**config.mk**
```make
export PLATFORM = sky130hd
export DESIGN_NAME = ir_pulse_width_decoder
export DESIGN_NICKNAME = d
export VERILOG_FILES = /design/src/ipwd_pkg.sv /design/src/ipwd_ctrl.sv /design/src/ipwd_datapath.sv /design/src/ir_pulse_width_decoder.sv
export SDC_FILE = /design/constraint.sdc
export NUM_CORES = 1
export LEC_CHECK = 0
export BUFFER_PORTS_ARGS = -buffer_cell sky130_fd_sc_hd__clkbuf_2
export CORE_UTILIZATION = 55
export DETAILED_ROUTE_END_ITERATION = 7
export GPL_ROUTABILITY_DRIVEN = 0
export GPL_TIMING_DRIVEN = 0
export HOLD_SLACK_MARGIN = 0.08
export PLACE_DENSITY = 0.7
export SLEW_MARGIN = 30
export SYNTH_ARGS = -nofsm -noshare
export SYNTH_HDL_FRONTEND = slang
export SYNTH_HIERARCHICAL = 1
export SYNTH_SLANG_ARGS = --single-unit
```
**constraint.sdc**
```tcl
create_clock -name clk -period 9.83 [get_ports clk]
set_input_delay 0.4915 -clock clk [delete_from_list [all_inputs] [get_ports clk]]
set_output_delay 0.4915 -clock clk [all_outputs]
set_load 0.03 [all_outputs]
```
**src/ipwd_pkg.sv**
```systemverilog
// Shared constants and types for the IR pulse-width decoder.
`timescale 1ns / 1ps
`default_nettype none

package ipwd_pkg;

    // Sizing
    localparam int MAX_BITS_DEFAULT = 128;
    localparam int MAX_OUT_BYTES    = 17;

    // Nominal timing tolerances
    localparam int HEADER_TOL = 8 * 64;
    localparam int BIT_TOL    = 3 * 16;

    // Register reset values
    localparam logic [15:0] NOM_HEADER_RESET   = 16'd4500;
    localparam logic [15:0] NOM_BIT_RESET      = 16'd560;
    localparam logic [31:0] IDLE_TIMEOUT_RESET = 32'd100000;

    // Register indexes
    localparam logic [1:0] CFG_NOM_HEADER   = 2'd0;
    localparam logic [1:0] CFG_NOM_BIT      = 2'd1;
    localparam logic [1:0] CFG_IDLE_TIMEOUT = 2'd2;

    // Result kinds
    localparam logic [1:0] RK_BYTE    = 2'd0;
    localparam logic [1:0] RK_NO_BYTE = 2'd1;
    localparam logic [1:0] RK_CLEARED = 2'd2;

    // Output register load select
    typedef enum logic [1:0] {
        OUT_NONE,
        OUT_BYTE,
        OUT_NO_BYTE,
        OUT_CLEARED
    } ipwd_out_sel_t;

    // Controller to datapath commands
    typedef struct packed {
        logic          capture;
        logic          set_time;
        logic          edge_upd;
        logic          tick_latch;
        logic          restart;
        logic          rd_en;
        logic          next_byte;
        ipwd_out_sel_t out_sel;
    } ipwd_cmd_t;

    // Datapath to controller status
    typedef struct packed {
        logic back;
        logic is_tick;
        logic frame_end;
        logic emit_ok;
        logic no_byte;
        logic idle_hit;
        logic idle_held;
        logic last_byte;
        logic out_free;
    } ipwd_status_t;

endpackage

`default_nettype wire

```
**src/ipwd_ctrl.sv**
```systemverilog
// Sequencing state machine for the IR pulse-width decoder.
`timescale 1ns / 1ps
`default_nettype none

module ipwd_ctrl
    import ipwd_pkg::*;
(
    input  wire logic         clk,
    input  wire logic         rst_n,
    input  wire logic         in_valid,
    output logic              in_stall,
    input  wire ipwd_status_t status,
    output ipwd_cmd_t         cmd
);

    typedef enum logic [2:0] {
        ST_IDLE,
        ST_EVAL,
        ST_RD,
        ST_EMIT_BYTE,
        ST_EMIT_NONE,
        ST_EMIT_CLR
    } state_t;

    state_t state_reg;
    state_t state_next;
    logic   in_stall_reg;

    // Next state and commands
    always_comb
    begin
        state_next = state_reg;
        cmd        = '0;
        unique case (state_reg)
            ST_IDLE:
            begin
                if (in_valid && !in_stall_reg)
                begin
                    cmd.capture = 1'b1;
                    state_next  = ST_EVAL;
                end
            end
            ST_EVAL:
            begin
                if (status.back)
                begin
                    cmd.set_time = 1'b1;
                    state_next   = ST_IDLE;
                end
                else if (!status.is_tick)
                begin
                    cmd.edge_upd = 1'b1;
                    state_next   = ST_IDLE;
                end
                else
                begin
                    cmd.tick_latch = 1'b1;
                    if (status.frame_end && status.emit_ok)
                    begin
                        state_next = status.no_byte ? ST_EMIT_NONE : ST_RD;
                    end
                    else
                    begin
                        // short frame is dropped without a result
                        cmd.restart = status.frame_end;
                        state_next  = status.idle_hit ? ST_EMIT_CLR : ST_IDLE;
                    end
                end
            end
            ST_RD:
            begin
                cmd.rd_en  = 1'b1;
                state_next = ST_EMIT_BYTE;
            end
            ST_EMIT_BYTE:
            begin
                if (status.out_free)
                begin
                    cmd.out_sel = OUT_BYTE;
                    if (status.last_byte)
                    begin
                        cmd.restart = 1'b1;
                        state_next  = status.idle_held ? ST_EMIT_CLR : ST_IDLE;
                    end
                    else
                    begin
                        cmd.next_byte = 1'b1;
                        state_next    = ST_RD;
                    end
                end
            end
            ST_EMIT_NONE:
            begin
                if (status.out_free)
                begin
                    cmd.out_sel = OUT_NO_BYTE;
                    cmd.restart = 1'b1;
                    state_next  = status.idle_held ? ST_EMIT_CLR : ST_IDLE;
                end
            end
            ST_EMIT_CLR:
            begin
                if (status.out_free)
                begin
                    cmd.out_sel = OUT_CLEARED;
                    cmd.restart = 1'b1;
                    state_next  = ST_IDLE;
                end
            end
            default:
            begin
                state_next = ST_IDLE;
            end
        endcase
    end

    // State and registered stall
    always_ff @(posedge clk or negedge rst_n)
    begin
        if (!rst_n)
        begin
            state_reg    <= ST_IDLE;
            in_stall_reg <= 1'b0;
        end
        else
        begin
            state_reg    <= state_next;
            in_stall_reg <= (state_next != ST_IDLE);
        end
    end

    assign in_stall = in_stall_reg;

endmodule

`default_nettype wire

```
**src/ipwd_datapath.sv**
```systemverilog
// Timing registers, bit store, comparators and output register of the decoder.
`timescale 1ns / 1ps
`default_nettype none

module ipwd_datapath
    import ipwd_pkg::*;
#(
    parameter int MAX_BITS = MAX_BITS_DEFAULT
)
(
    input  wire logic        clk,
    input  wire logic        rst_n,
    // request input
    input  wire logic        kind,
    input  wire logic [31:0] time_us,
    input  wire logic        level,
    // configuration
    input  wire logic        cfg_valid,
    output logic             cfg_ready,
    input  wire logic [1:0]  cfg_index,
    input  wire logic [31:0] cfg_data,
    // result output
    output logic             out_valid,
    input  wire logic        out_stall,
    output logic [1:0]       result_kind,
    output logic [7:0]       code_byte,
    output logic [7:0]       bit_count,
    output logic             custom_timing,
    output logic [7:0]       header_units,
    output logic [7:0]       bit_units,
    output logic             last,
    // control
    input  wire ipwd_cmd_t   cmd,
    output ipwd_status_t     status
);

    localparam int STORE_BYTES = (MAX_BITS + 7) / 8;
    localparam int OUT_LIMIT   = (MAX_OUT_BYTES < STORE_BYTES) ? MAX_OUT_BYTES : STORE_BYTES;
    localparam int CNT_W       = $clog2(OUT_LIMIT + 1);
    localparam int ADDR_W      = (STORE_BYTES > 1) ? $clog2(STORE_BYTES) : 1;
    localparam int POS_W       = $clog2(MAX_BITS + 1) + 1;

    localparam logic signed [POS_W-1:0] POS_MAX   = POS_W'(MAX_BITS);
    localparam logic signed [POS_W-1:0] POS_RESET = -POS_W'(2);
    localparam logic signed [POS_W-1:0] POS_MINUS1 = -POS_W'(1);
    localparam logic signed [POS_W-1:0] POS_FOUR  = POS_W'(4);
    localparam logic        [POS_W-1:0] BYTE_LIM  = POS_W'(OUT_LIMIT);
    localparam logic signed [32:0]      HDR_TOL   = 33'(HEADER_TOL);
    localparam logic signed [32:0]      BIT_TOLS  = 33'(BIT_TOL);

    // Configuration registers
    logic [15:0] nom_header_reg;
    logic [15:0] nom_bit_reg;
    logic [31:0] idle_timeout_reg;

    // Decoder state
    logic [31:0]            last_edge_reg;
    logic signed [POS_W-1:0] pos_reg;
    logic                   frame_done_reg;
    logic [31:0]            header_time_reg;
    logic [31:0]            first_pulse_reg;
    logic [32:0]            one_thr_reg;

    // Captured request
    logic        kind_reg;
    logic        level_reg;
    logic [31:0] time_reg;
    logic [31:0] dt_reg;
    logic        back_reg;

    // Frame readout
    logic              idle_reg;
    logic [CNT_W-1:0]  left_reg;
    logic [ADDR_W-1:0] rd_addr_reg;
    logic              custom_reg;
    logic [7:0]        hu_reg;
    logic [7:0]        bu_reg;
    logic [7:0]        cnt_reg;
    logic [7:0]        acc_reg;
    logic [7:0]        rd_data_reg;
    logic [7:0]        store_mem [STORE_BYTES];

    // Output register
    logic       out_valid_reg;
    logic [1:0] rk_reg;
    logic [7:0] code_reg;
    logic [7:0] ocnt_reg;
    logic       ocustom_reg;
    logic [7:0] ohu_reg;
    logic [7:0] obu_reg;
    logic       olast_reg;

    logic [32:0]      diff_in;
    logic             pos_gt0;
    logic             pos_ge0;
    logic             pos_lt_max;
    logic             frame_end;
    logic             bit_val;
    logic [7:0]       acc_next;
    logic             shift_en;
    logic             wr_en;
    logic [POS_W-1:0] pos_bytes;
    logic [POS_W-1:0] byte_cap;
    logic signed [32:0] hdr_diff;
    logic signed [32:0] bit_diff;
    logic             nominal;
    logic             out_free;

    // Elapsed time with borrow at capture
    assign diff_in = {1'b0, time_us} - {1'b0, last_edge_reg};

    // Frame and bit decisions
    assign pos_ge0    = !pos_reg[POS_W-1];
    assign pos_gt0    = pos_ge0 && (pos_reg != '0);
    assign pos_lt_max = (pos_reg < POS_MAX);
    assign frame_end  = frame_done_reg || (pos_gt0 && (dt_reg > header_time_reg));
    assign bit_val    = ({1'b0, dt_reg} > one_thr_reg);
    assign acc_next   = {acc_reg[6:0], bit_val};
    assign shift_en   = cmd.edge_upd && !level_reg && !frame_end;
    assign wr_en      = shift_en && pos_ge0 && pos_lt_max && (pos_reg[2:0] == 3'b111);

    // Whole bytes of the frame, capped
    assign pos_bytes = $unsigned(pos_reg) >> 3;
    assign byte_cap  = (pos_bytes > BYTE_LIM) ? BYTE_LIM : pos_bytes;

    // Nominal timing check
    assign hdr_diff = $signed({17'b0, nom_header_reg}) - $signed({1'b0, header_time_reg});
    assign bit_diff = $signed({17'b0, nom_bit_reg}) - $signed({1'b0, first_pulse_reg});
    assign nominal  = (hdr_diff < HDR_TOL) && (hdr_diff > -HDR_TOL) &&
                      (bit_diff < BIT_TOLS) && (bit_diff > -BIT_TOLS);

    assign out_free = !out_valid_reg || !out_stall;

    // Status to controller
    always_comb
    begin
        status.back      = back_reg;
        status.is_tick   = kind_reg;
        status.frame_end = frame_end;
        status.emit_ok   = (pos_reg >= POS_FOUR);
        status.no_byte   = (byte_cap == '0);
        status.idle_hit  = (dt_reg > idle_timeout_reg);
        status.idle_held = idle_reg;
        status.last_byte = (left_reg == CNT_W'(1));
        status.out_free  = out_free;
    end

    // Control and timing state
    always_ff @(posedge clk or negedge rst_n)
    begin
        if (!rst_n)
        begin
            nom_header_reg   <= NOM_HEADER_RESET;
            nom_bit_reg      <= NOM_BIT_RESET;
            idle_timeout_reg <= IDLE_TIMEOUT_RESET;
            last_edge_reg    <= '0;
            pos_reg          <= POS_RESET;
            frame_done_reg   <= 1'b0;
            header_time_reg  <= '0;
            first_pulse_reg  <= '0;
            one_thr_reg      <= '0;
            idle_reg         <= 1'b0;
            left_reg         <= '0;
            rd_addr_reg      <= '0;
            out_valid_reg    <= 1'b0;
        end
        else
        begin
            // register writes
            if (cfg_valid)
            begin
                case (cfg_index)
                    CFG_NOM_HEADER:   nom_header_reg   <= cfg_data[15:0];
                    CFG_NOM_BIT:      nom_bit_reg      <= cfg_data[15:0];
                    CFG_IDLE_TIMEOUT: idle_timeout_reg <= cfg_data;
                    default:          ;
                endcase
            end

            // backwards timestamp resync
            if (cmd.set_time)
            begin
                last_edge_reg <= time_reg;
            end

            // pin edge
            if (cmd.edge_upd)
            begin
                last_edge_reg <= time_reg;
                if (level_reg)
                begin
                    if (pos_reg == POS_MINUS1)
                    begin
                        header_time_reg <= dt_reg;
                    end
                    else if (pos_reg == '0)
                    begin
                        first_pulse_reg <= dt_reg;
                        one_thr_reg     <= {dt_reg, 1'b0};
                    end
                end
                else
                begin
                    frame_done_reg <= frame_end;
                    if (!frame_end && pos_lt_max)
                    begin
                        pos_reg <= pos_reg + POS_W'(1);
                    end
                end
            end

            // tick readout setup
            if (cmd.tick_latch)
            begin
                idle_reg    <= status.idle_hit;
                left_reg    <= CNT_W'(byte_cap);
                rd_addr_reg <= '0;
            end

            if (cmd.next_byte)
            begin
                left_reg    <= left_reg - CNT_W'(1);
                rd_addr_reg <= rd_addr_reg + ADDR_W'(1);
            end

            // frame restart
            if (cmd.restart)
            begin
                pos_reg         <= POS_RESET;
                frame_done_reg  <= 1'b0;
                header_time_reg <= '0;
            end

            // output valid
            if (cmd.out_sel != OUT_NONE)
            begin
                out_valid_reg <= 1'b1;
            end
            else if (!out_stall)
            begin
                out_valid_reg <= 1'b0;
            end
        end
    end

    // Payload registers
    always_ff @(posedge clk)
    begin
        if (cmd.capture)
        begin
            kind_reg  <= kind;
            level_reg <= level;
            time_reg  <= time_us;
            dt_reg    <= diff_in[31:0];
            back_reg  <= diff_in[32];
        end

        if (shift_en && pos_ge0 && pos_lt_max)
        begin
            acc_reg <= acc_next;
        end

        if (cmd.tick_latch)
        begin
            custom_reg <= !nominal;
            hu_reg     <= nominal ? 8'd0 : header_time_reg[13:6];
            bu_reg     <= nominal ? 8'd0 : first_pulse_reg[11:4];
            cnt_reg    <= 8'($unsigned(pos_reg));
        end

        case (cmd.out_sel)
            OUT_BYTE:
            begin
                rk_reg      <= RK_BYTE;
                code_reg    <= rd_data_reg;
                ocnt_reg    <= cnt_reg;
                ocustom_reg <= custom_reg;
                ohu_reg     <= hu_reg;
                obu_reg     <= bu_reg;
                olast_reg   <= (left_reg == CNT_W'(1)) && !idle_reg;
            end
            OUT_NO_BYTE:
            begin
                rk_reg      <= RK_NO_BYTE;
                code_reg    <= 8'd0;
                ocnt_reg    <= cnt_reg;
                ocustom_reg <= custom_reg;
                ohu_reg     <= hu_reg;
                obu_reg     <= bu_reg;
                olast_reg   <= !idle_reg;
            end
            OUT_CLEARED:
            begin
                rk_reg      <= RK_CLEARED;
                code_reg    <= 8'd0;
                ocnt_reg    <= 8'd0;
                ocustom_reg <= 1'b0;
                ohu_reg     <= 8'd0;
                obu_reg     <= 8'd0;
                olast_reg   <= 1'b1;
            end
            default:
            begin
            end
        endcase
    end

    // Bit store: whole bytes written as they complete, read through a registered port
    always_ff @(posedge clk)
    begin
        if (wr_en)
        begin
            store_mem[pos_reg[ADDR_W+2:3]] <= acc_next;
        end
        if (cmd.rd_en)
        begin
            rd_data_reg <= store_mem[rd_addr_reg];
        end
    end

    assign cfg_ready     = 1'b1;
    assign out_valid     = out_valid_reg;
    assign result_kind   = rk_reg;
    assign code_byte     = code_reg;
    assign bit_count     = ocnt_reg;
    assign custom_timing = ocustom_reg;
    assign header_units  = ohu_reg;
    assign bit_units     = obu_reg;
    assign last          = olast_reg;

endmodule

`default_nettype wire

```
**src/ir_pulse_width_decoder.sv**
```systemverilog
// Top level of the IR pulse-width decoder: controller plus datapath.
//
// Input channel (in_valid/in_stall): one request per pin edge (kind 0, with
// time_us and the new level) or poll tick (kind 1). A request is taken when
// in_valid is high and in_stall is low.
// Output channel (out_valid/out_stall): result items of a frame, MSB-first
// code bytes, then an optional cleared marker; last marks the final item.
// Config channel (cfg_valid/cfg_ready): write while idle; cfg_ready is high.
// Sequencing: an edge or a tick without results is captured, then evaluated,
// before the next request is taken. A tick that ends a frame adds, per byte,
// a registered bit-store read and an output load (a single output load with
// no whole byte), plus an output load for a cleared marker.
// The first result of a byte frame passes the evaluate, read and load
// states; one with no byte, or a cleared marker, skips the read.
// The output register frees the input side: a new request is taken once the
// last result is loaded, even while out_stall holds it.
// Reset clears all timing state and restores the register defaults; no
// clearing pass is needed. Under out_stall the result holds and the block
// waits before loading the next one.
`timescale 1ns / 1ps
`default_nettype none

module ir_pulse_width_decoder
    import ipwd_pkg::*;
#(
    parameter int MAX_BITS = MAX_BITS_DEFAULT
)
(
    input  wire logic        clk,
    input  wire logic        rst_n,
    input  wire logic        in_valid,
    output logic             in_stall,
    input  wire logic        kind,
    input  wire logic [31:0] time_us,
    input  wire logic        level,
    input  wire logic        cfg_valid,
    output logic             cfg_ready,
    input  wire logic [1:0]  cfg_index,
    input  wire logic [31:0] cfg_data,
    output logic             out_valid,
    input  wire logic        out_stall,
    output logic [1:0]       result_kind,
    output logic [7:0]       code_byte,
    output logic [7:0]       bit_count,
    output logic             custom_timing,
    output logic [7:0]       header_units,
    output logic [7:0]       bit_units,
    output logic             last
);

    ipwd_cmd_t    cmd;
    ipwd_status_t status;

    // Sequencer
    ipwd_ctrl u_ctrl
    (
        .clk      (clk),
        .rst_n    (rst_n),
        .in_valid (in_valid),
        .in_stall (in_stall),
        .status   (status),
        .cmd      (cmd)
    );

    // Datapath
    ipwd_datapath #(
        .MAX_BITS (MAX_BITS)
    ) u_datapath
    (
        .clk           (clk),
        .rst_n         (rst_n),
        .kind          (kind),
        .time_us       (time_us),
        .level         (level),
        .cfg_valid     (cfg_valid),
        .cfg_ready     (cfg_ready),
        .cfg_index     (cfg_index),
        .cfg_data      (cfg_data),
        .out_valid     (out_valid),
        .out_stall     (out_stall),
        .result_kind   (result_kind),
        .code_byte     (code_byte),
        .bit_count     (bit_count),
        .custom_timing (custom_timing),
        .header_units  (header_units),
        .bit_units     (bit_units),
        .last          (last),
        .cmd           (cmd),
        .status        (status)
    );

endmodule

`default_nettype wire

```
==> metrics.cfg, run 1 <==
[clock_tree]
cts_root_buf=clkbuf_16
clk_latency_ns=0.60
cts_tree=yes
cts_sinks=456
cts_buffer_depth=3
postCtsSetupBuffers=0
htreeDepth=2
cts_buffers=47
clkTransAtPathRegs_ns=0.06

[floorplan]
start_util_pct=55.8
die_w_um=209
num_rows=75
coreArea_sq_um=42000
die_h_um=209
die-area_sq_um=43500
io_pins=112

[power_and_ir_drop]
peakVddDrop_mv=0.186
p_total_w=0.00698
p_leak_nw=10.6
power_density_nw_per_um2=264

[synth]
yosysTopAreaCell=edfxtp_1
yosysSeqAreaShare_pct=54.5
synth_flop_cell=edfxtp_1
syn_area_sq_um=23500
synthArstFlopShare_pct=40.6
post-synth-top-count-cell=edfxtp_1
ys_warn_count=6
syn-num-nets=2110
syn_inst=1868
yosys.area.top_type_share_pct=34.7
synth-edff-count=271
postSynthAreaPerCell_sq_um=12.6
ys_top_cells_by_count=271 x edfxtp_1, 166 x ha_1, 163 x dfrtp_1
synthTopCellsByArea=edfxtp_1 35%, dfrtp_1 17%, ha_1 8.8%
post_synth_num_cell_types=85
synth_seq_cells=456

[layout]
layout.nets=2277
fin_area_sq_um=26400
area_delta_synth_final_pct=12.4
instances_no_fill=2612
nFillCells=3225
diodes=0
largest_reg_flops=128
drive_gt1_share_pct=19.7

[placement]
hpwl_mm=38.6
place_inst=2520
place_area_sq_um=24800
io_buffers=110
pre_cts_slack_ns=5.34

[drt]
wl_mm=52.0
antenna_left=0
drc_errors=0
vias_per_cell=5.83
post_drt_wl_per_cell_um=19.9
drt_iter0_drc=1078
firstDrtPassIters=5
vias=15216

[critical_path]
slowest_stage=a2111oi_1
rrSetupSlack_ns=5.22
crit_path_start_kind=flip-flop
path_cells=ha_1 -> fa_1 -> nor2b_1 -> o31ai_1 -> a2111oi_1 -> o22ai_1 -> xnor2_1 -> nor4_1 -> o211ai_1 -> o32ai_1 -> or4b_1 -> clkbuf_1 -> buf_2 -> nand2_1 -> nor2_1
cp-startpoint=u_datapath/header_time_reg[0]
cp.required_ns=10.16
cp-endpoint=u_datapath/hu_reg[4]
worstPathMaxFanout=10
worstSetupPathType=flip-flop to flip-flop
slowest_delay_ns=0.55
crit_arrival_ns=4.94
reg2reg_to=u_datapath/hu_reg[4]
worstRegToRegCells=15
r2r_start=u_datapath/header_time_reg[0]
critPathCaptureType=flip-flop

[timing]
max_clock_freq_mhz=217
setup_tns_ns=0
setup_viol=0
worstMarginPinSlew_ns=1.18
hold_violations=0
rsz0062_at_grt=no
slew_headroom_pct=19.0
fin_crit_sh_pct=46.9
layout_min_cycle_time_ns=4.61
finalClockSkew_ns=0.0231
setup_ws_ns=5.22
drv_slew=0

[global_route]
grt_max_degree=78
grt_pass1_vias=15135
grtUsageTotal_pct=24.5
antenna_found_initial=0
globalRouteOverflowTotal=0
grt_pass1_wl_mm=82.5

[min_path]
hold_class=input port to flip-flop
min-delay-start=time_us[9]

[flow_run]
drv_cap=0

[run_status]
status=finished clean

## report_power, final
| group | leakage (nW) | switching (W) | internal, W |
|---|---|---|---|
| sequential | 4.78 | 0.000302 | 0.00247 |
| combinational | 5.09 | 0.00137 | 0.00109 |
| clock | 0.752 | 0.000730 | 0.00101 |
| total | 10.6 | 0.00241 | 0.00457 |
## cell families after synthesis
| kind of cell | count (synthesis) | synth area share (%) |
|---|---|---|
| AOI/OAI and AO/OA | 329 | 9.56 |
| xor gates and xnor gates | 63 | 2.35 |
| adders and majority gates | 169 | 9.10 |
| buffers and inverters | 216 | 3.65 |
| DFF | 456 | 54.5 |
| muxes | 173 | 10.2 |
| other | 1 | 0.0160 |
| and+or+nand+nor | 461 | 10.6 |
## cells in the final DEF, fill, tap and decap left out, types with 34 or more instances in the layout
master | synthesis | final
a21oi_1 | 69 | 68
nor2b_1 | 46 | 46
edfxtp_1 | 271 | 271
nor2_1 | 98 | 97
a21o_1 | 41 | 41
nand2_1 | 86 | 86
clkbuf_1 | 36 | 49
mux4_2 | 40 | 40
dfrtp_1 | 163 | 163
mux2_2 | 125 | 125
nand4_1 | 34 | 34
inv_1 | 160 | 159
o21ai_0 | 70 | 70
clkbuf_2 | 0 | 110
xnor2_1 | 49 | 49
ha_1 | 166 | 166
clkbuf_16 | 0 | 48
## metal layers
metal  routed length (um)  GRT usage [%]  vias up
met1                22500           32.7     7456
li1                     -              -     7254
met3                 2700           3.85       79
met4                 1150           6.21        0
met2                25600           41.9      427
met5                    0              0        -
## area by class of cell
| cell class | count | area [sq um] | area share (%) |
|---|---|---|---|
| Clock inverter | 19 | 176 | 0.668 |
| Buffer | 54 | 250 | 0.948 |
| Multi-Input combinational cell | 1196 | 9860 | 37.3 |
| Clock buffer | 68 | 1350 | 5.10 |
| Sequential cell | 456 | 12800 | 48.5 |
| Timing Repair Buffer | 118 | 684 | 2.59 |
| Tap cell | 539 | 674 | 2.56 |
| Inverter | 162 | 608 | 2.30 |
## worst min path at each step
stage,to,slack (ns),cells past startpoint
2_1_floorplan,u_ctrl/in_stall,0.20,0
3_3_place_gp,u_datapath/last_edge_reg[13],0.46,1
3_5_place_dp,u_datapath/last_edge_reg[13],0.46,1
4_1_cts,u_datapath/time_reg[14],0.08,1
5_1_grt,u_datapath/time_reg[15],0.08,1
6_report,u_datapath/time_reg[9],0.10,1
## repair_timing
item	4_1_cts	5_1_grt
hold endpoints to repair	58	0
resized for setup	0	0
hold buffers	5	0
## through the flow
step	utilization [%]	hold WS, ns
after floorplan	-	0.196
after global placement	58.7	0.457
after detailed placement	59.0	0.465
after CTS	62.8	0.0815
after global routing	62.8	0.0846
final	62.8	0.105
## critical path, delay by kind of cell, from the launching register on
family          cells  cell delay [ns]
compound gates      5             1.56
simple gates        5             1.04
fa+ha+maj           2             0.64
buf+inv             2             0.45
flops               1             0.43
xor+xnor            1             0.22
Power figures use the tool's default switching activity.
==> inputs of run 2 (changes only) <==
==> constraint.sdc (replaced) <==
create_clock -name clk -period 4.7 [get_ports clk]
set_input_delay 0.235 -clock clk [delete_from_list [all_inputs] [get_ports clk]]
set_output_delay 0.235 -clock clk [all_outputs]
set_load 0.03 [all_outputs]
==> metrics.cfg, run 2 (synthesis results as in run 1) <==
[floorplan]
io_pins=112
start_util_pct=55.8
die_w_um=209
coreArea_sq_um=42000
die-area_sq_um=43500
die_h_um=209
num_rows=75

[timing]
setup_viol=0
finalClockSkew_ns=0.0246
layout_min_cycle_time_ns=4.44
setup_tns_ns=0
max_clock_freq_mhz=225
setup_ws_ns=0.261
rsz0062_at_grt=no
slew_headroom_pct=25.5
hold_violations=0
fin_crit_sh_pct=94.4
worstMarginPinSlew_ns=1.09
drv_slew=0

[drt]
wl_met3_mm=2.82
wl_met2_mm=25.9
met1_length_mm=22.6
vias_per_cell=5.80
highest_layer=met4
drc_errors=0
post_drt_wl_per_cell_um=19.7
vias=15528
firstDrtPassIters=5
wl_mm=52.6
drt_iter0_drc=1159
antenna_left=0

[power_and_ir_drop]
sw_frac_of_total_pct=34.5
peakVddDrop_mv=0.396
switchingPower_w=0.00506
p_comb_share_pct=35.6
p_seq_share_pct=39.6
power_density_nw_per_um2=542
p_int_w=0.00959
clkPwrFrac_pct=24.8
p_leak_nw=10.9
p_total_w=0.0147

[critical_path]
path_cells=ha_1 -> nor2b_1 -> o21a_1 -> or4_1 -> a211o_1 -> a2111oi_0 -> nor4b_1 -> nand4_1 -> o32ai_2 -> or4b_1 -> clkbuf_1 -> buf_2 -> nand2_1 -> nor2_1
critPathCaptureType=flip-flop
r2r_start=u_datapath/nom_header_reg[2]
cp_top_family=compound AO/OA/AOI/OAI gates
rrSetupSlack_ns=0.26
worstRegToRegCells=14
reg2reg_to=u_datapath/bu_reg[4]
cp.required_ns=5.13
crit_arrival_ns=4.87
slowest_delay_ns=0.92
slowest_stage=a2111oi_0
cp-startpoint=u_datapath/nom_header_reg[2]
crit_path_start_kind=flip-flop
path_depth=14
worstPathMaxFanout=10
crit_buf_inv=2
cp-endpoint=u_datapath/bu_reg[4]
worstSetupPathType=flip-flop to flip-flop

[layout]
layout_commonest_cell=edfxtp_1
fin_area_sq_um=27000
fin_util_pct=64.3
area_delta_synth_final_pct=15.2
layout.nets=2340
mostFrequentLayoutCells=271 x edfxtp_1, 166 x ha_1, 163 x dfrtp_1
drive_gt1_share_pct=19.2
diodes=0
largest_reg_flops=128

[global_route]
grtUsageTotal_pct=24.8
grt_pass1_wl_mm=83.8
grt_pass1_vias=15522
grt_max_degree=78
globalRouteOverflowTotal=0
antenna_found_initial=0

[clock_tree]
cts_tree=yes
htreeDepth=2
cts_sinks=456
cts_buffer_depth=3
clk_latency_ns=0.60
clkTransAtPathRegs_ns=0.06
cts_buffers=47
cts_root_buf=clkbuf_16
postCtsSetupBuffers=0

[placement]
hpwl_mm=38.6
place_area_sq_um=24800
pre_cts_slack_ns=0.215
io_buffers=110

[min_path]
hold_class=input port to async pin

[flow_run]
drv_cap=0

[run_status]
status=finished clean

[run 2: how the worst min path moves through the flow]
stage / start / end / slack (ns) / depth (start not counted)
after global routing: rst_n / u_datapath/last_edge_reg[2] / 0.24 / 2
after detailed placement: rst_n / u_datapath/last_edge_reg[2] / 0.28 / 1
after global placement: level / u_datapath/level_reg / 0.42 / 1
after floorplan: rst_n / u_ctrl/in_stall / -0.06 / 0
final: rst_n / u_datapath/last_edge_reg[2] / 0.21 / 2
after CTS: rst_n / u_datapath/idle_timeout_reg[1] / 0.21 / 2
[run 2: cell type report]
class	instances	area [sq um]
inverter	162	608
fill	3176	15000
buffer	54	250
multi-input combinational	1196	9870
clock buffer	68	1350
timing repair buffer	181	1320
tap	539	674
sequential	456	12800
clock inverter	19	176
[run 2: repair_timing]
action	in CTS	in global routing
hold endpoints to repair	159	0
setup endpoints to repair	0	16
hold buffers	68	0
gates resized for setup	0	2
[run 2: worst reg2reg max path, cell delays in order (launching register included)]
cell and delay (ns):
dfstp_2 0.55, ha_1 0.27, nor2b_1 0.16, o21a_1 0.18
or4_1 0.48, a211o_1 0.30, a2111oi_0 0.92, nor4b_1 0.15
nand4_1 0.16, o32ai_2 0.10, or4b_1 0.24, clkbuf_1 0.31
buf_2 0.27, nand2_1 0.07, nor2_1 0.12
[run 2: power by group through the flow]
stage	registers [W]	logic (W)	clock network, W
global route	0.00587	0.00583	0.00390
global placement	0.00585	0.00490	0
detailed placement	0.00586	0.00509	0
floorplan	0.00568	0.00383	0
finish	0.00580	0.00521	0.00364
CTS	0.00579	0.00518	0.00373
[run 2: per-layer routing]
layer | vias to the layer above | track usage (%)
li1 | 7401 | -
met1 | 7599 | 32.9
met2 | 451 | 42.1
met3 | 77 | 3.98
met4 | 0 | 7.56
met5 | - | 0
[run 2: metrics by stage]
step           instances  hold slack [ns]
6_report            2675            0.205
5_1_grt             2675            0.240
4_1_cts             2675            0.209
3_5_place_dp        2520            0.275
3_3_place_gp        2517            0.419
2_1_floorplan       1868          -0.0606
